[src/sv/lrk_pkg.sv]
`timescale 1ns / 1ps
`default_nettype none

package lrk_pkg;

    localparam int DEF_MAX_ROWS = 64;
    localparam int DEF_MAX_COLS = 64;
    localparam int CFG_W        = 7;
    localparam int ROW_W        = 64;
    localparam int IDX_OUT_W    = 6;
    localparam int SIZE_OUT_W   = 13;

    // Configuration register indexes
    localparam logic CFG_LINE_COUNT   = 1'b0;
    localparam logic CFG_COLUMN_COUNT = 1'b1;

    // Datapath operations issued by the controller
    typedef enum logic [3:0] {
        DP_NOP,
        DP_LOAD,
        DP_COPY_RD,
        DP_COPY_WR,
        DP_CHK_RD,
        DP_CHK_EV,
        DP_SCAN_NEXT,
        DP_POP_RD,
        DP_POP_EV,
        DP_REGION_END,
        DP_EMIT_RD,
        DP_EMIT_OUT
    } dp_op_t;

    // Cell selected for a check: the four neighbors in fill order, then scan and seed
    typedef enum logic [2:0] {
        TGT_UP,
        TGT_DOWN,
        TGT_LEFT,
        TGT_RIGHT,
        TGT_SCAN,
        TGT_SEED
    } tgt_t;

    typedef struct packed {
        dp_op_t op;
        tgt_t   tgt;
    } cmd_t;

    typedef struct packed {
        logic run_end;
        logic copy_last;
        logic push_done;
        logic stack_empty;
        logic nb_ok;
        logic scan_last;
        logic emit_last;
        logic has_best;
    } status_t;

endpackage

`default_nettype wire

[src/sv/lrk_ctrl.sv]
`timescale 1ns / 1ps
`default_nettype none

module lrk_ctrl (
    input  wire logic            clk,
    input  wire logic            rst_n,
    input  wire logic            start,
    input  lrk_pkg::status_t     status,
    output lrk_pkg::cmd_t        cmd,
    output logic                 busy
);

    typedef enum logic [3:0] {
        S_IDLE,
        S_COPY_RD,
        S_COPY_WR,
        S_SCAN_RD,
        S_SCAN_EV,
        S_POP_RD,
        S_POP_EV,
        S_NB_RD,
        S_NB_EV,
        S_SEED_RD,
        S_SEED_EV,
        S_EMIT_RD,
        S_EMIT_OUT
    } state_t;

    state_t     state_reg, state_next;
    logic       pass_reg, pass_next;
    logic [1:0] nb_reg, nb_next;

    assign busy = (state_reg != S_IDLE);

    // Sequence the two fill passes and the output run
    always_comb
    begin
        state_next = state_reg;
        pass_next  = pass_reg;
        nb_next    = nb_reg;
        cmd.op     = lrk_pkg::DP_NOP;
        cmd.tgt    = lrk_pkg::tgt_t'({1'b0, nb_reg});
        case (state_reg)
            S_IDLE:
            begin
                if (start)
                begin
                    cmd.op = lrk_pkg::DP_LOAD;
                    if (status.run_end)
                    begin
                        state_next = S_COPY_RD;
                        pass_next  = 1'b0;
                    end
                end
            end
            S_COPY_RD:
            begin
                cmd.op     = lrk_pkg::DP_COPY_RD;
                state_next = S_COPY_WR;
            end
            S_COPY_WR:
            begin
                cmd.op = lrk_pkg::DP_COPY_WR;
                if (!status.copy_last)
                    state_next = S_COPY_RD;
                else if (!pass_reg)
                    state_next = S_SCAN_RD;
                else if (status.has_best)
                    state_next = S_SEED_RD;
                else
                    state_next = S_EMIT_RD;
            end
            S_SCAN_RD:
            begin
                cmd.op     = lrk_pkg::DP_CHK_RD;
                cmd.tgt    = lrk_pkg::TGT_SCAN;
                state_next = S_SCAN_EV;
            end
            S_SCAN_EV:
            begin
                if (status.push_done)
                begin
                    cmd.op     = lrk_pkg::DP_CHK_EV;
                    state_next = S_POP_RD;
                end
                else
                begin
                    cmd.op = lrk_pkg::DP_SCAN_NEXT;
                    if (status.scan_last)
                    begin
                        state_next = S_COPY_RD;
                        pass_next  = 1'b1;
                    end
                    else
                        state_next = S_SCAN_RD;
                end
            end
            S_POP_RD:
            begin
                if (!status.stack_empty)
                begin
                    cmd.op     = lrk_pkg::DP_POP_RD;
                    state_next = S_POP_EV;
                end
                else if (pass_reg)
                    state_next = S_EMIT_RD;
                else
                begin
                    cmd.op = lrk_pkg::DP_REGION_END;
                    if (status.scan_last)
                    begin
                        state_next = S_COPY_RD;
                        pass_next  = 1'b1;
                    end
                    else
                        state_next = S_SCAN_RD;
                end
            end
            S_POP_EV:
            begin
                cmd.op     = lrk_pkg::DP_POP_EV;
                nb_next    = 2'd0;
                state_next = S_NB_RD;
            end
            S_NB_RD:
            begin
                if (status.nb_ok)
                begin
                    cmd.op     = lrk_pkg::DP_CHK_RD;
                    state_next = S_NB_EV;
                end
                else if (nb_reg == 2'd3)
                    state_next = S_POP_RD;
                else
                    nb_next = nb_reg + 2'd1;
            end
            S_NB_EV:
            begin
                cmd.op = lrk_pkg::DP_CHK_EV;
                if (nb_reg == 2'd3)
                    state_next = S_POP_RD;
                else
                begin
                    nb_next    = nb_reg + 2'd1;
                    state_next = S_NB_RD;
                end
            end
            S_SEED_RD:
            begin
                cmd.op     = lrk_pkg::DP_CHK_RD;
                cmd.tgt    = lrk_pkg::TGT_SEED;
                state_next = S_SEED_EV;
            end
            S_SEED_EV:
            begin
                cmd.op     = lrk_pkg::DP_CHK_EV;
                state_next = S_POP_RD;
            end
            S_EMIT_RD:
            begin
                cmd.op     = lrk_pkg::DP_EMIT_RD;
                state_next = S_EMIT_OUT;
            end
            S_EMIT_OUT:
            begin
                cmd.op     = lrk_pkg::DP_EMIT_OUT;
                state_next = status.emit_last ? S_IDLE : S_EMIT_RD;
            end
            default:
            begin
                state_next = S_IDLE;
            end
        endcase
    end

    // Hold state
    always_ff @(posedge clk or negedge rst_n)
    begin
        if (!rst_n)
        begin
            state_reg <= S_IDLE;
            pass_reg  <= 1'b0;
            nb_reg    <= 2'd0;
        end
        else
        begin
            state_reg <= state_next;
            pass_reg  <= pass_next;
            nb_reg    <= nb_next;
        end
    end

endmodule

`default_nettype wire

[config.mk]
export PLATFORM = sky130hd
export DESIGN_NAME = lrk_ctrl
export DESIGN_NICKNAME = d
export VERILOG_FILES = /design/src/sv/lrk_pkg.sv /design/src/sv/lrk_ctrl.sv
export SDC_FILE = /design/constraint.sdc
export NUM_CORES = 1
export LEC_CHECK = 0
export BUFFER_PORTS_ARGS = -buffer_cell sky130_fd_sc_hd__buf_4
export CAP_MARGIN = 30
export CORE_UTILIZATION = 40
export CTS_CLUSTER_SIZE = 30
export DETAILED_ROUTE_END_ITERATION = 16
export PLACE_DENSITY = 0.64
export SLEW_MARGIN = 20
export SYNTH_ARGS = -nofsm -noshare
export SYNTH_HDL_FRONTEND = slang
export SYNTH_SLANG_ARGS = --single-unit
[constraint.sdc]
create_clock -name clk -period 1.2 [get_ports clk]
set_input_delay 0.06 -clock clk [delete_from_list [all_inputs] [get_ports clk]]
set_output_delay 0.06 -clock clk [all_outputs]
set_load 0.03 [all_outputs]
# Word-level counts from Yosys, hierarchy flattened
# Cells that the tools add are included.
# word_totals
ff_bits	7
out_inout_bits	8
wordCells	65
# classes
n_addsub	1
eq_ne	20
mux	32
reduce_logical	9
# op_table
op	count
$pmux 4 s13	1
$mux 4	11
$pmux 4 s11	1
$eq 4x4->1 const B	5
$eq 4x3->1 const B	4
$mux 2	6
$ne 2x2->1 const B	6
$eq 4x2->1 const B	2
$mux 1	8
$mux 3	2
$pmux 2 s3	1
$pmux 3 s2	1
$reduce_and 6->1	1
$reduce_bool 3->1	2
$eq 4x1->1 const B	1
$logic_not 4->1	1
$reduce_bool 4->1	1
$reduce_or 2->1	2
$ne 3x3->1 const B	1
$pmux 1 s3	1
$reduce_and 3->1	1
$add 2x1->2 const B	1
$eq 2x2->1 const B	1
$reduce_and 2->1	1

# Logic depth before layout (Yosys ltp)
# logic_depth
ltp_word	4
mapped_depth	5

# Worst setup path after synthesis
# No wires, ideal clock.
# synth_path
path_kind	reg-to-output
start	register state_reg[1]
end	output port cmd[3] (netlist name)
t_arrival_ps	1666
required_ps	1140
slack_ps	-526
stages_incl_launch_ff	4
n_path_buf	2
path_cell_list	dfrtp_1 buf_2 buf_2 a222oi_1
# synth_rtl
element	line_no	source
from (decl)	lrk_ctrl.sv:29	state_t state_reg, state_next;
from (signal assigned)	lrk_ctrl.sv:187	state_reg <= state_next;
to (decl)	lrk_ctrl.sv:9	output lrk_pkg::cmd_t cmd,

==> reports/metrics.cfg <==
[status]
status=finished with violations
failed_checks=negative setup slack

[die]
die_area_mm2=0.002165
io_pins=19
core_mm2=0.001783
row_count=15
die_x_um=46.53
fp.dieH_um=46.53
start_util=0.4449

[drt]
wl_per_cell_um=16.91
wl_um=2892
antenna_left=0
drc_errors=0
vias=987
dr.pass1.iters=4
dr.first_iter.drc_count=42
vias_per_cell=5.772

[yosys]
synth_commonest_cells=buf_2 (7), dfrtp_1 (7), inv_1 (7), nor2_1 (7), o21ai_0 (7)
synth-edff-count=0
yosys_most_used_dff=dfrtp_1
ys_seq_elements=7
synth.area.top_cells=dfrtp_1 (22%), mux2i_1 (5.0%), buf_2 (4.4%)
synth_cell_types=40
synth-async-reset-ratio=1.000
synth_top_area_frac=0.2208
ys_warn_count=0
post-synth-top-area-cell=dfrtp_1
ys_seq_area_frac=0.2208
syn_inst=101
synthesis.nets=113
syn_area_um2=793.3
avgSynthCellArea_um2=7.854

[sta]
skew_ns=0.01114
slew-limit-headroom=0.7505
rsz0062_at_grt=yes
max_freq_ghz=0.6286
period_share=1.326
maxSlewViolCount=0
finalCriticalPeriod_ns=1.591
layout_setup_ws_ns=-0.3909
final-setup-viol-count=15
tns_ns=-4.407
tightest_slew_ns=0.3685
hold_slack_ns=0.04941
hold_violations=0

[power]
power.static_leakage_nw=0.6063
finalPower_mw=4.154
sequentialPowerShare=0.124
pwr-share-clk=0.056
powerDensity_mw_per_mm2=3046
switchingPower_mw=1.975
irDropWorstVdd_mv=1.749
p_sw_frac=0.4755
comb_power_share=0.820
intPower_mw=2.179

[clocking]
cts_root_buf=clkbuf_4
cts.sinks=7
cts.htree.levels=1
cts_inserted_buffers=3
clk_pin_slew_ns=0.06
clk_path_buf_depth=2
insertion_delay_ns=0.27
cts_tree=built

[placed_design]
hpwl_um=1714
post-place-ws_ns=-0.2168
routabilityCongestion=0.8659
portBuffers=18

[finish]
antenna_cells=0
drive_above_1_share=0.5479
final_util=0.7649
areaGrowthSynthToFinish_pct=71.92
seq_area_um2=178.9
multi_input_area_um2=681.9
largest_reg_flops=4
nFillCells=129
final_nets=159

[flow_run]
drv_cap=0

[worst_setup_path]
crit_path_start_kind=register
worst-setup-path-type=reg2out
critPathTopFamily=flip-flops
cp.required_ns=1.14
max_stage_delay_ns=0.45
critical_path.cell_chain=buf_6, nor3b_1, a31oi_1, o22ai_1, buf_4
crit_path_end_kind=output port
cpMaxStageDelayCell=dfrtp_2
arrival_ns=1.53
crit_fanout=7
crit_buf_inv=2

[hold_path]
hp-class=in2reg

[global_routing]
grt_max_degree=13
track_usage=0.2805
grt_pass1_wl_um=4167
antenna_found_initial=0
grt_pass1_vias=932
grt-ovfl-total=0

==> per-layer routing <==
| metal | part of all wire | vias up | global-route usage |
|---|---|---|---|
| li1 | - | 473 | - |
| met1 | 0.42 | 464 | 0.3396 |
| met2 | 0.49 | 36 | 0.4667 |
| met3 | 0.044 | 14 | 0.03529 |
| met4 | 0.048 | 0 | 0.1647 |
| met5 | 0 | - | 0 |
==> repair_timing <==
action / in CTS / in global routing
hold endpoints to repair: 7 / 0
pin swaps: 12 / 3
gates cloned: 0 / 0
gates resized for setup: 29 / 9
endpoints found under the setup margin: 15 / 15
hold buffers: 1 / 0
buffers inserted: 8 / 0
==> power groups by stage <==
stage          logic [mW]  clock network, mW  registers (mW)
6_report             3.41              0.233           0.516
5_1_grt              3.62              0.248           0.530
4_1_cts              3.20              0.240           0.500
3_5_place_dp         2.59                  0           0.485
3_3_place_gp         2.56                  0           0.481
2_1_floorplan        1.79                  0           0.438
==> layout by cell type, fill, tap and decap left out, types with 2 or more instances in the layout <==
cell	n
buf_4	38
buf_6	11
o21ai_0	6
inv_1	5
nor2_1	5
o21ai_1	4
mux2i_1	4
nand2b_1	4
dfrtp_1	4
nor2b_1	3
a21oi_1	3
a221oi_2	3
and4b_1	3
nand2_1	3
clkbuf_4	3
dfrtp_2	3
xnor2_2	2
nor2_4	2
nor3b_2	2
o22ai_1	2
inv_2	2
a21o_1	2
o311ai_1	2
==> worst paths after layout <==
path,startpoint,end,slack [ns],cells past startpoint
setup / recovery,state_reg[3],cmd[4],-0.39,5
hold / removal,status[1],state_reg[3],0.05,2
setup reg to reg,state_reg[2],state_reg[3],-0.29,6
hold reg to reg,nb_reg[1],nb_reg[1],0.62,2
max in group asynchronous,rst_n,state_reg[1],0.92,2
min in group asynchronous,rst_n,pass_reg,0.14,2
==> final cells by class <==
type,count,area share
Timing Repair Buffer,50,0.3073
Tap cell,25,0.02294
Sequential cell,7,0.1312
Multi-Input combinational cell,78,0.5000
Clock buffer,4,0.01927
Inverter,7,0.01927
==> cells by family after synthesis <==
family                   count (synthesis)  synth area share
AO/OA/AOI/OAI                           36            0.3060
XOR/XNOR                                 2           0.02209
adder cells (fa/ha/maj)                  1           0.01577
buffers and inverters                   16           0.09621
flip-flops                               7            0.2208
multiplexers                             4           0.05048
AND/OR/NAND/NOR                         35            0.2887
==> through the flow <==
step,cells,cell area [um^2]
after floorplan,101,852.1
after global placement,158,1121
after detailed placement,158,1121
after CTS,171,1323
after global routing,171,1364
final,171,1364
(Power assumes the default switching activity.)
